## src/rtl/lepe_pkg.sv

```systemverilog
// ----------------------------------------------------------------------------
// lepe_pkg
// Shared widths, register indexes, effect codes and types for the LED effect
// pixel encoder.
// ----------------------------------------------------------------------------
package lepe_pkg;

	localparam int unsigned MAX_LEDS   = 1024;
	localparam int unsigned IDX_W      = 10;
	localparam int unsigned HEAD_W     = 12;
	localparam int unsigned LEVEL_W    = 8;
	localparam int unsigned PHASE_W    = 11;
	localparam int unsigned LEN_W      = 11;
	localparam int unsigned MODE_W     = 3;
	localparam int unsigned CFG_IDX_W  = 3;
	localparam int unsigned CFG_DATA_W = 11;

	// register indexes
	localparam logic [CFG_IDX_W-1:0] REG_RED   = 3'd0;
	localparam logic [CFG_IDX_W-1:0] REG_GREEN = 3'd1;
	localparam logic [CFG_IDX_W-1:0] REG_BLUE  = 3'd2;
	localparam logic [CFG_IDX_W-1:0] REG_MODE  = 3'd3;
	localparam logic [CFG_IDX_W-1:0] REG_LEN   = 3'd4;

	// effect codes
	localparam logic [MODE_W-1:0] MODE_STATIC  = 3'd0;
	localparam logic [MODE_W-1:0] MODE_WAVE    = 3'd1;
	localparam logic [MODE_W-1:0] MODE_PULSE   = 3'd2;
	localparam logic [MODE_W-1:0] MODE_GRAD    = 3'd3;
	localparam logic [MODE_W-1:0] MODE_RAINBOW = 3'd4;

	localparam logic [3:0] LAST_BYTE = 4'd11;

	// reciprocals: x*6554>>16 == x/10 for x < 16384, x*32897>>23 == x/255 for x < 66052
	localparam logic [15:0] RECIP_10  = 16'd6554;
	localparam logic [15:0] RECIP_255 = 16'd32897;

	localparam logic [PHASE_W-1:0] PHASE_WRAP = 11'd1530;

	typedef struct packed {
		logic [7:0]        red;
		logic [7:0]        green;
		logic [7:0]        blue;
		logic [MODE_W-1:0] mode;
		logic [LEN_W-1:0]  len;
	} cfg_t;

	// packed in wire order: green, red, blue
	typedef struct packed {
		logic [7:0] green;
		logic [7:0] red;
		logic [7:0] blue;
	} pixel_t;

	function automatic logic [7:0] pair_code(input logic [1:0] pair);
		logic [7:0] code;
		case (pair)
			2'b00: code = 8'h88;
			2'b01: code = 8'h8e;
			2'b10: code = 8'he8;
			2'b11: code = 8'hee;
			default: code = 8'h88;
		endcase
		return code;
	endfunction

endpackage

```

## src/rtl/lepe_if.sv

```systemverilog
// ----------------------------------------------------------------------------
// lepe_if
// Request channel carrying one LED position, and the SPI byte channel.
// ----------------------------------------------------------------------------
interface lepe_pix_if;
	import lepe_pkg::*;

	logic                      valid;
	logic                      ready;
	logic [IDX_W-1:0]          led_index;
	logic signed [HEAD_W-1:0]  head_position;
	logic [LEVEL_W-1:0]        pulse_level;
	logic [PHASE_W-1:0]        cycle_phase;

	modport source(output valid, output led_index, output head_position,
		output pulse_level, output cycle_phase, input ready);
	modport sink(input valid, input led_index, input head_position,
		input pulse_level, input cycle_phase, output ready);
endinterface

interface lepe_spi_if;
	logic       valid;
	logic       ready;
	logic [7:0] spi_byte;
	logic       last_of_led;

	modport source(output valid, output spi_byte, output last_of_led, input ready);
	modport sink(input valid, input spi_byte, input last_of_led, output ready);
endinterface

```

## src/rtl/led_effect_pixel_encoder.sv

```systemverilog
// ----------------------------------------------------------------------------
// led_effect_pixel_encoder
// Per-LED effect colour (static, wave, pulse, gradient, rainbow) encoded as
// twelve WS2812-style SPI bytes, green, red, blue, high bit pair first.
// ----------------------------------------------------------------------------
//  channel    dir   handshake        payload
//  pix_in     in    valid / ready    led_index, head_position, pulse_level,
//                                    cycle_phase
//  spi_out    out   valid / ready    spi_byte, last_of_led
//  cfg        in    cfg_we           cfg_index, cfg_wdata
//
//  One LED request gives twelve bytes at one byte a cycle while spi_out is ready,
//  so the byte serializer sets the sustained request rate.
//  The colour pipeline is seven stages deep; the finished pixel is then loaded
//  into the serializer before its first byte is offered.
//  Requests enter every cycle until a finished pixel waits at the last stage.
//  A stalled output holds a full pipeline; nothing is dropped or repeated.
//  Reset clears valid bits, serializer state and settings (len resets to 1).
// ----------------------------------------------------------------------------
module led_effect_pixel_encoder (
	input  logic                              clk,
	input  logic                              arst_n,
	lepe_pix_if.sink                          pix_in,
	lepe_spi_if.source                        spi_out,
	input  logic                              cfg_we,
	input  logic [lepe_pkg::CFG_IDX_W-1:0]    cfg_index,
	input  logic [lepe_pkg::CFG_DATA_W-1:0]   cfg_wdata
);
	import lepe_pkg::*;

	cfg_t   cfg_q;
	logic   en;
	logic   pipe_valid;
	pixel_t pipe_pix;
	logic   ser_ready;

	always_ff @(posedge clk or negedge arst_n) begin
		if (!arst_n) begin
			cfg_q.red   <= 8'd0;
			cfg_q.green <= 8'd0;
			cfg_q.blue  <= 8'd0;
			cfg_q.mode  <= MODE_STATIC;
			cfg_q.len   <= LEN_W'(1);
		end else if (cfg_we) begin
			case (cfg_index)
				REG_RED:   cfg_q.red   <= cfg_wdata[7:0];
				REG_GREEN: cfg_q.green <= cfg_wdata[7:0];
				REG_BLUE:  cfg_q.blue  <= cfg_wdata[7:0];
				REG_MODE:  cfg_q.mode  <= cfg_wdata[MODE_W-1:0];
				REG_LEN:   cfg_q.len   <= cfg_wdata[LEN_W-1:0];
				default: ;
			endcase
		end
	end

	// pipeline moves when its last stage is empty or the serializer takes it
	assign en           = !pipe_valid || ser_ready;
	assign pix_in.ready = en;

	lepe_color_pipe u_pipe (
		.clk           (clk),
		.arst_n        (arst_n),
		.en            (en),
		.in_valid      (pix_in.valid),
		.led_index     (pix_in.led_index),
		.head_position (pix_in.head_position),
		.pulse_level   (pix_in.pulse_level),
		.cycle_phase   (pix_in.cycle_phase),
		.cfg           (cfg_q),
		.out_valid     (pipe_valid),
		.out_pix       (pipe_pix)
	);

	lepe_spi_ser u_ser (
		.clk       (clk),
		.arst_n    (arst_n),
		.pix_valid (pipe_valid),
		.pix       (pipe_pix),
		.pix_ready (ser_ready),
		.spi_out   (spi_out)
	);

endmodule

```

## src/rtl/lepe_color_pipe.sv

```systemverilog
// ----------------------------------------------------------------------------
// lepe_color_pipe
// Seven-stage colour pipeline: effect operands, products, reciprocal scaling
// and a restoring divider for the gradient, two quotient bits a stage.
// ----------------------------------------------------------------------------
module lepe_color_pipe (
	input  logic                           clk,
	input  logic                           arst_n,
	input  logic                           en,
	input  logic                           in_valid,
	input  logic [lepe_pkg::IDX_W-1:0]     led_index,
	input  logic signed [lepe_pkg::HEAD_W-1:0] head_position,
	input  logic [lepe_pkg::LEVEL_W-1:0]   pulse_level,
	input  logic [lepe_pkg::PHASE_W-1:0]   cycle_phase,
	input  lepe_pkg::cfg_t                 cfg,
	output logic                           out_valid,
	output lepe_pkg::pixel_t               out_pix
);
	import lepe_pkg::*;

	// component index: 2 red, 1 green, 0 blue
	typedef logic [2:0][7:0] comp3_t;

	function automatic logic [21:0] div2(input logic [19:0] rem, input logic [11:0] den,
		input int hi);
		logic [19:0] r;
		logic [19:0] t0;
		logic [19:0] t1;
		logic [1:0]  q;
		r  = rem;
		q  = 2'b00;
		t0 = 20'(den) << hi;
		if (r >= t0) begin
			r    = r - t0;
			q[1] = 1'b1;
		end
		t1 = 20'(den) << (hi - 1);
		if (r >= t1) begin
			r    = r - t1;
			q[0] = 1'b1;
		end
		return {r, q};
	endfunction

	// ---- stage 0 combinational: distance, clamps, phase wrap
	logic [12:0]        diff;
	logic [11:0]        span;
	logic [3:0]         k_d;
	logic [LEN_W-1:0]   len_d;
	logic [LEN_W-1:0]   i_d;
	logic [PHASE_W-1:0] p_d;

	always_comb begin
		diff = {3'b000, led_index} - {head_position[HEAD_W-1], head_position};
		span = diff[12] ? 12'(-diff) : diff[11:0];
		if (span == 12'd0)
			k_d = 4'd10;
		else if (span <= 12'd8)
			k_d = 4'd10 - span[3:0];
		else
			k_d = 4'd1;

		if (cfg.len == '0)
			len_d = LEN_W'(1);
		else if (cfg.len > LEN_W'(MAX_LEDS))
			len_d = LEN_W'(MAX_LEDS);
		else
			len_d = cfg.len;

		i_d = ({1'b0, led_index} > len_d) ? len_d : {1'b0, led_index};
		p_d = (cycle_phase >= PHASE_WRAP) ? cycle_phase - PHASE_WRAP : cycle_phase;
	end

	// ---- stage 1
	logic               v_s1;
	logic [MODE_W-1:0]  mode_s1;
	comp3_t             c_s1;
	logic [3:0]         k_s1;
	logic [LEVEL_W-1:0] level_s1;
	logic [LEN_W-1:0]   i_s1;
	logic [LEN_W-1:0]   len_s1;
	logic [PHASE_W-1:0] p_s1;

	// ---- stage 2
	logic               v_s2;
	logic [MODE_W-1:0]  mode_s2;
	comp3_t             c_s2;
	logic [2:0][15:0]   m_s2;
	logic [2:0][18:0]   ga_s2;
	logic [2:0][18:0]   gb_s2;
	logic [LEN_W-1:0]   len_s2;
	logic [2:0]         seg_s2;
	logic [PHASE_W-1:0] p_s2;

	// ---- stage 3
	logic               v_s3;
	logic [MODE_W-1:0]  mode_s3;
	comp3_t             c_s3;
	logic [2:0][31:0]   recip_s3;
	logic [2:0][19:0]   n_s3;
	logic [11:0]        d_s3;
	logic [2:0]         seg_s3;
	logic [7:0]         s_s3;

	// ---- stages 4..7
	logic               v_s4, v_s5, v_s6, v_s7;
	logic [MODE_W-1:0]  mode_s4, mode_s5, mode_s6, mode_s7;
	comp3_t             fix_s4, fix_s5, fix_s6, fix_s7;
	comp3_t             q_s4, q_s5, q_s6, q_s7;
	logic [2:0][19:0]   rem_s4, rem_s5, rem_s6;
	logic [11:0]        d_s4, d_s5, d_s6;

	logic [7:0]         mul_b;
	logic [2:0]         seg_d;
	logic [15:0]        recip_k;
	comp3_t             rb;
	comp3_t             fix_d;
	logic [2:0][21:0]   dv4, dv5, dv6, dv7;

	always_comb begin
		mul_b = (mode_s1 == MODE_WAVE) ? {4'b0000, k_s1} : level_s1;
		if (p_s1 >= 11'd1275)
			seg_d = 3'd5;
		else if (p_s1 >= 11'd1020)
			seg_d = 3'd4;
		else if (p_s1 >= 11'd765)
			seg_d = 3'd3;
		else if (p_s1 >= 11'd510)
			seg_d = 3'd2;
		else if (p_s1 >= 11'd255)
			seg_d = 3'd1;
		else
			seg_d = 3'd0;
		recip_k = (mode_s2 == MODE_WAVE) ? RECIP_10 : RECIP_255;
	end

	// rainbow ramps
	always_comb begin
		case (seg_s3)
			3'd0: rb = {8'd255, s_s3, 8'd0};
			3'd1: rb = {8'd255 - s_s3, 8'd255, 8'd0};
			3'd2: rb = {8'd0, 8'd255, s_s3};
			3'd3: rb = {8'd0, 8'd255 - s_s3, 8'd255};
			3'd4: rb = {s_s3, 8'd0, 8'd255};
			default: rb = {8'd255, 8'd0, 8'd255 - s_s3};
		endcase
		for (int j = 0; j < 3; j++) begin
			case (mode_s3)
				MODE_WAVE:    fix_d[j] = recip_s3[j][23:16];
				MODE_PULSE:   fix_d[j] = recip_s3[j][30:23];
				MODE_RAINBOW: fix_d[j] = rb[j];
				default:      fix_d[j] = c_s3[j];
			endcase
			dv4[j] = div2(n_s3[j], d_s3, 7);
			dv5[j] = div2(rem_s4[j], d_s4, 5);
			dv6[j] = div2(rem_s5[j], d_s5, 3);
			dv7[j] = div2(rem_s6[j], d_s6, 1);
		end
	end

	always_ff @(posedge clk or negedge arst_n) begin
		if (!arst_n) begin
			v_s1 <= 1'b0;
			v_s2 <= 1'b0;
			v_s3 <= 1'b0;
			v_s4 <= 1'b0;
			v_s5 <= 1'b0;
			v_s6 <= 1'b0;
			v_s7 <= 1'b0;
		end else if (en) begin
			v_s1 <= in_valid;
			v_s2 <= v_s1;
			v_s3 <= v_s2;
			v_s4 <= v_s3;
			v_s5 <= v_s4;
			v_s6 <= v_s5;
			v_s7 <= v_s6;
		end
	end

	always_ff @(posedge clk) begin
		if (en) begin
			mode_s1  <= cfg.mode;
			c_s1     <= {cfg.red, cfg.green, cfg.blue};
			k_s1     <= k_d;
			level_s1 <= pulse_level;
			i_s1     <= i_d;
			len_s1   <= len_d;
			p_s1     <= p_d;

			mode_s2 <= mode_s1;
			c_s2    <= c_s1;
			len_s2  <= len_s1;
			seg_s2  <= seg_d;
			p_s2    <= p_s1;
			for (int j = 0; j < 3; j++) begin
				m_s2[j]  <= 16'(c_s1[j]) * 16'(mul_b);
				ga_s2[j] <= 19'(c_s1[j]) * 19'(len_s1 - i_s1);
				gb_s2[j] <= 19'(8'd255 - c_s1[j]) * 19'(i_s1);
			end

			mode_s3 <= mode_s2;
			c_s3    <= c_s2;
			d_s3    <= {len_s2, 1'b0};
			seg_s3  <= seg_s2;
			s_s3    <= 8'(p_s2 - (11'({seg_s2, 8'h00}) - 11'(seg_s2)));
			for (int j = 0; j < 3; j++) begin
				recip_s3[j] <= 32'(m_s2[j]) * 32'(recip_k);
				n_s3[j]     <= ((20'(ga_s2[j]) + 20'(gb_s2[j])) << 1) + 20'(len_s2);
			end

			mode_s4 <= mode_s3;
			fix_s4  <= fix_d;
			d_s4    <= d_s3;
			mode_s5 <= mode_s4;
			fix_s5  <= fix_s4;
			d_s5    <= d_s4;
			mode_s6 <= mode_s5;
			fix_s6  <= fix_s5;
			d_s6    <= d_s5;
			mode_s7 <= mode_s6;
			fix_s7  <= fix_s6;
			for (int j = 0; j < 3; j++) begin
				rem_s4[j] <= dv4[j][21:2];
				q_s4[j]   <= {6'b000000, dv4[j][1:0]};
				rem_s5[j] <= dv5[j][21:2];
				q_s5[j]   <= {q_s4[j][5:0], dv5[j][1:0]};
				rem_s6[j] <= dv6[j][21:2];
				q_s6[j]   <= {q_s5[j][5:0], dv6[j][1:0]};
				q_s7[j]   <= {q_s6[j][5:0], dv7[j][1:0]};
			end
		end
	end

	assign out_valid     = v_s7;
	assign out_pix.red   = (mode_s7 == MODE_GRAD) ? q_s7[2] : fix_s7[2];
	assign out_pix.green = (mode_s7 == MODE_GRAD) ? q_s7[1] : fix_s7[1];
	assign out_pix.blue  = (mode_s7 == MODE_GRAD) ? q_s7[0] : fix_s7[0];

endmodule

```

## src/rtl/lepe_spi_ser.sv

```systemverilog
// ----------------------------------------------------------------------------
// lepe_spi_ser
// Holds one pixel and shifts it out as twelve encoded SPI bytes, two colour
// bits per byte, taking the next pixel in the cycle its last byte leaves.
// ----------------------------------------------------------------------------
module lepe_spi_ser (
	input  logic               clk,
	input  logic               arst_n,
	input  logic               pix_valid,
	input  lepe_pkg::pixel_t   pix,
	output logic               pix_ready,
	lepe_spi_if.source         spi_out
);
	import lepe_pkg::*;

	logic        busy_q;
	logic [3:0]  cnt_q;
	logic [23:0] sh_q;
	logic        load;
	logic        take;

	assign take      = busy_q && spi_out.ready;
	assign pix_ready = !busy_q || (spi_out.ready && cnt_q == LAST_BYTE);
	assign load      = pix_valid && pix_ready;

	always_ff @(posedge clk or negedge arst_n) begin
		if (!arst_n) begin
			busy_q <= 1'b0;
			cnt_q  <= 4'd0;
		end else if (load) begin
			busy_q <= 1'b1;
			cnt_q  <= 4'd0;
		end else if (take) begin
			if (cnt_q == LAST_BYTE)
				busy_q <= 1'b0;
			else
				cnt_q <= cnt_q + 4'd1;
		end
	end

	always_ff @(posedge clk) begin
		if (load)
			sh_q <= pix;
		else if (take)
			sh_q <= {sh_q[21:0], 2'b00};
	end

	assign spi_out.valid       = busy_q;
	assign spi_out.spi_byte    = pair_code(sh_q[23:22]);
	assign spi_out.last_of_led = (cnt_q == LAST_BYTE);

endmodule

```

## src/flat_wrapper.sv

```systemverilog
// flat-port wrapper written by rule: the top's interface ports become plain ports
module led_effect_pixel_encoder_flat import lepe_pkg::*;
  (clk, arst_n, cfg_we, cfg_index, cfg_wdata, pix_in_valid, pix_in_led_index, pix_in_head_position, pix_in_pulse_level, pix_in_cycle_phase, pix_in_ready, spi_out_valid, spi_out_spi_byte, spi_out_last_of_led, spi_out_ready);
  lepe_pix_if pix_in_i ();
  lepe_spi_if spi_out_i ();
  input  logic clk;
  input  logic arst_n;
  input  logic cfg_we;
  input  logic [lepe_pkg::CFG_IDX_W-1:0] cfg_index;
  input  logic [lepe_pkg::CFG_DATA_W-1:0] cfg_wdata;
  input wire logic [$bits(pix_in_i.valid)-1:0] pix_in_valid;
  input wire logic [$bits(pix_in_i.led_index)-1:0] pix_in_led_index;
  input wire logic [$bits(pix_in_i.head_position)-1:0] pix_in_head_position;
  input wire logic [$bits(pix_in_i.pulse_level)-1:0] pix_in_pulse_level;
  input wire logic [$bits(pix_in_i.cycle_phase)-1:0] pix_in_cycle_phase;
  output wire logic [$bits(pix_in_i.ready)-1:0] pix_in_ready;
  output wire logic [$bits(spi_out_i.valid)-1:0] spi_out_valid;
  output wire logic [$bits(spi_out_i.spi_byte)-1:0] spi_out_spi_byte;
  output wire logic [$bits(spi_out_i.last_of_led)-1:0] spi_out_last_of_led;
  input wire logic [$bits(spi_out_i.ready)-1:0] spi_out_ready;
  assign pix_in_i.valid = pix_in_valid;
  assign pix_in_i.led_index = pix_in_led_index;
  assign pix_in_i.head_position = pix_in_head_position;
  assign pix_in_i.pulse_level = pix_in_pulse_level;
  assign pix_in_i.cycle_phase = pix_in_cycle_phase;
  assign pix_in_ready = pix_in_i.ready;
  assign spi_out_valid = spi_out_i.valid;
  assign spi_out_spi_byte = spi_out_i.spi_byte;
  assign spi_out_last_of_led = spi_out_i.last_of_led;
  assign spi_out_i.ready = spi_out_ready;
  led_effect_pixel_encoder u_core (.clk(clk), .arst_n(arst_n), .pix_in(pix_in_i), .spi_out(spi_out_i), .cfg_we(cfg_we), .cfg_index(cfg_index), .cfg_wdata(cfg_wdata));
endmodule
```

## config.mk

```make
export PLATFORM = sky130hd
export DESIGN_NAME = led_effect_pixel_encoder_flat
export DESIGN_NICKNAME = d
export VERILOG_FILES = /design/src/rtl/lepe_pkg.sv /design/src/rtl/lepe_if.sv /design/src/rtl/led_effect_pixel_encoder.sv /design/src/rtl/lepe_color_pipe.sv /design/src/rtl/lepe_spi_ser.sv /design/src/flat_wrapper.sv
export SDC_FILE = /design/constraint.sdc
export NUM_CORES = 2
export LEC_CHECK = 0
export BUFFER_PORTS_ARGS = -buffer_cell sky130_fd_sc_hd__clkbuf_2
export CAP_MARGIN = 20
export CORE_MARGIN = 2
export CORE_UTILIZATION = 45
export DETAILED_ROUTE_END_ITERATION = 6
export PLACE_DENSITY_LB_ADDON = 0.3
export SYNTH_ARGS = -nofsm -noshare
export SYNTH_HDL_FRONTEND = slang
export SYNTH_SLANG_ARGS = --single-unit
export TNS_END_PERCENT = 50
```

## constraint.sdc

```tcl
create_clock -name clk -period 32.3 [get_ports clk]
set_input_delay 3.23 -clock clk [delete_from_list [all_inputs] [get_ports clk]]
set_output_delay 3.23 -clock clk [all_outputs]
set_load 0.02 [all_outputs]
```

==> results.md <==
* Status: finished clean
* Number of global-route vias before repair at 62.5k
* Number of endpoints failing setup at the final stage at 0
* Class of the most critical hold timing path: flop to flop
* Post-CTS setup buffer count at 0
* Fin Setup TNS at 0 ns
* Initial cell density of the core at 0.452
* Slowest library cell on the worst path: sky130_fd_sc_hd__clkinv_1
* Total count of hold-check failures in the final report at 0
* Number of cell instances on the worst register-to-register path at 27
* Max Fclk at 0.128 GHz
* Arrival time worst endpoint at 8.30 ns
* Post-Synthesis Cell Area at 88800 um2
* Critical path's top delay family: adder cells
* Height of the chip at 448 um
* #FFs+latches synth at 880
* Hold bufs inserted after CTS at 0
* Required time reported for the critical path endpoint at 32.79 ns
* Final Core Density at 0.487
* Worst-case headroom to the max-slew limit at 0.275
* CTS root buf: sky130_fd_sc_hd__clkbuf_16
* Warnings from Yosys at 0
* Synthesized area divided by synthesized cell count at 10.2 um2
* Kind of start point of the critical path: flop
* GRT Residual Overflow at 0
* Clock latency at the later pin of the worst-skew pair at 0.76 ns
* Half-perimeter wire length of the detailed placement result at 171000 um
* Clock skew at 0.0622 ns
* Crit path largest cell delay at 0.66 ns
* Unrepaired setup endpoints after global routing: no
* Global routing usage summed across all routing layers at 0.221
* Endpoint, Worst Hold: u_core.u_pipe.q_s5[19]$_DFFE_PP_
* Origin of the worst min-delay path: u_core.u_pipe.q_s4[17]$_DFFE_PP_
* Worst reg-to-reg setup slack at 24.49 ns
* Path length in cells of the critical path at 27
* Vias after detailed routing at 61.5k
* Crit Path Max Fanout at 24
* Total Wirelength at 218000 um
* Max Buffers Root-to-Sink at 3
* Worst Tran Pin Value at 1.09 ns
* WL/cell at 19.1 um
* R2R Path End: u_core.u_pipe.ga_s2[56]$_DFFE_PP_
* Number of max-cap violations at 0
* Number of placed I/O pins at 71
* Level count of the clock H-tree at 3
* DRC Markers at 0
* Number of DRC markers after the initial detailed-route iteration at 4043
* Clock transition at the register clock pins on the worst setup and hold paths after CTS at 0.06 ns
* Max Transition Viols Final at 0
* Origin of the critical flop-to-flop path: u_core.u_pipe.i_s1[1]$_DFFE_PP_
* Number of enable-type register cells in the synthesized netlist at 830
* Post-route ant nets at 0
* Resized Gates After CTS at 0
* Total number of placement rows at 163
* Buffering stage count on the worst path with inverters included at 5
* Fraction of the yosys area taken by sequential cells at 0.295
* Path type of the worst setup path: flop to flop
* Post-Syn Instances at 8665
* Antenna violations before repair at 14
* Horizontal die dimension at 448 um
* Most instantiated flip-flop cell in the synthesis netlist: sky130_fd_sc_hd__edfxtp_1
* Gpl congestion at 0.935
* Post-route minimum period at 7.81 ns
* Global-route wire length before repair at 349000 um
* # clock sinks at 880
* Number of port buffers at 66
* Share of layout cells above drive strength 1 at 0.0612
* Area growth syn-to-layout at 7.84%
* Proportion of synthesized flip-flops having asynchronous set or reset at 0.0568
* TritonCTS clock tree: built
* Part of the cycle the worst path needs at 0.242
* Average via count per standard cell at 5.39
* Cts bufs inserted at 101
* Nets@finish at 10.7k
* Number of fill cells at 17.9k
* Core area at 197000 um2
* Largest net degree at the start of global routing at 199
* Instance count along the most critical hold path at 0
* Total Die Area at 201000 um2
* Worst setup EP type: flop
* Count of unique library cells instantiated by Yosys at 98
* Number of search-and-repair iterations in the first detailed-routing pass at 6
placed cells by master, fill, tap and decap left out, types with 104 or more instances in the layout:
master                      count
sky130_fd_sc_hd__ha_1        1173
sky130_fd_sc_hd__o21ai_0      325
sky130_fd_sc_hd__mux2_2       143
sky130_fd_sc_hd__inv_1       1367
sky130_fd_sc_hd__nor2_1       501
sky130_fd_sc_hd__xor2_1       132
sky130_fd_sc_hd__a21o_1       150
sky130_fd_sc_hd__nor2b_1      161
sky130_fd_sc_hd__clkbuf_16    104
sky130_fd_sc_hd__a21oi_1      347
sky130_fd_sc_hd__nand2_1      538
sky130_fd_sc_hd__fa_1         775
sky130_fd_sc_hd__edfxtp_1     830
sky130_fd_sc_hd__nor3_1       110
sky130_fd_sc_hd__nand2b_1     181
sky130_fd_sc_hd__and2_1       372
sky130_fd_sc_hd__xnor2_1      325
sequential cells by signal, indices dropped and copies added (netlist names), 24 cells and up:
signal,cells
u_core.u_pipe.n_s3,58
u_core.u_pipe.rem_s4,58
u_core.u_pipe.rem_s5,58
u_core.u_pipe.rem_s6,58
u_core.u_pipe.ga_s2,57
u_core.u_pipe.gb_s2,57
u_core.u_pipe.m_s2,48
u_core.u_pipe.recip_s3,45
u_core.cfg_q,38
u_core.u_pipe.c_s1,24
u_core.u_pipe.c_s2,24
u_core.u_pipe.c_s3,24
u_core.u_pipe.fix_s4,24
u_core.u_pipe.fix_s5,24
u_core.u_pipe.fix_s6,24
u_core.u_pipe.fix_s7,24
u_core.u_pipe.q_s7,24
u_core.u_ser.sh_q,24
cell usage after synthesis (all sizes together) (22+ instances only):
cell type	instances	share of area
and2	372	0.026
nor4	33	0.0025
and3	40	0.0028
dfrtp	49	0.014
nand3	98	0.0055
clkbuf	197	0.0083
o21ai	331	0.019
nor2	501	0.021
a21o	153	0.013
inv	1367	0.058
nand2b	181	0.013
nand4	46	0.0032
nor3	112	0.0064
mux2	151	0.019
o211ai	22	0.0019
o22ai	22	0.0016
ha	1173	0.17
mux2i	66	0.0074
o21bai	41	0.0035
xnor2	329	0.032
edfxtp	830	0.28
a211oi	52	0.0046
or4	22	0.0019
a21boi	40	0.0034
buf	29	0.0020
xor2	132	0.013
a31oi	23	0.0016
o31ai	34	0.0029
a21oi	349	0.020
nand2	538	0.023
o21a	75	0.0063
nor2b	161	0.011
or3	38	0.0027
fa	775	0.17
area by class of cell:
cell class	instances	area, um2	area share
multi-input cells	6199	56600	0.592
flip-flops and latches	880	26200	0.273
inverters	1369	5140	0.0537
well taps	2640	3300	0.0345
clock buffers	116	2670	0.0279
repair buffers	144	960	0.0100
clock inverters	73	846	0.00883
diodes	3	7.51	0.0000784
how the worst max path moves through the flow:
stage	start	end	slack, ns
final	u_core.u_pipe.i_s1[1]$_DFFE_PP_	u_core.u_pipe.ga_s2[56]$_DFFE_PP_	24.49
after global routing	u_core.u_pipe.i_s1[1]$_DFFE_PP_	u_core.u_pipe.ga_s2[55]$_DFFE_PP_	23.92
after CTS	u_core.u_pipe.mode_s2[1]$_DFFE_PP_	u_core.u_pipe.recip_s3[30]$_DFFE_PP_	24.21
after detailed placement	u_core.u_pipe.mode_s2[1]$_DFFE_PP_	u_core.u_pipe.recip_s3[30]$_DFFE_PP_	24.25
after global placement	spi_out_ready	u_core.u_pipe.ga_s2[54]$_DFFE_PP_	24.40
after floorplan	spi_out_ready	u_core.u_pipe.c_s1[0]$_DFFE_PP_	3.22
logic make-up (layout without fill, tap and decap cells):
group / count (synthesis) / in the layout / share of synthesized area
flops: 880 / 880 / 0.295
buf+inv: 1595 / 1702 / 0.0682
fa+ha+maj: 1950 / 1950 / 0.340
simple gates: 2237 / 2237 / 0.128
compound gates: 1322 / 1322 / 0.0959
mux: 217 / 217 / 0.0268
other cells: 2 / 14 / 0.0000846
xor+xnor: 462 / 462 / 0.0457
per-stage QoR:
stage / hold slack, ns / std cells / setup WS (ns) / cell area, um2
after detailed placement: 0.405 / 11200 / 24.25 / 92200
after CTS: 0.408 / 11400 / 24.21 / 95700
after global placement: 0.401 / 11200 / 24.40 / 92200
after global routing: 0.420 / 11400 / 23.92 / 95700
after floorplan: 0.400 / 8674 / 3.22 / 88800
final: 0.411 / 11400 / 24.49 / 95700
routing by layer:
layer | vias to the layer above | wire length [um] | global-route usage
li1 | 29300 | - | -
met1 | 30300 | 99500 | 0.310
met2 | 1589 | 100000 | 0.361
met3 | 300 | 11800 | 0.0263
met4 | 6 | 6160 | 0.0634
met5 | - | 32 | 0
Power is not shown: default switching activity piles up to over one toggle a cycle in this logic, so the estimate is an artifact.
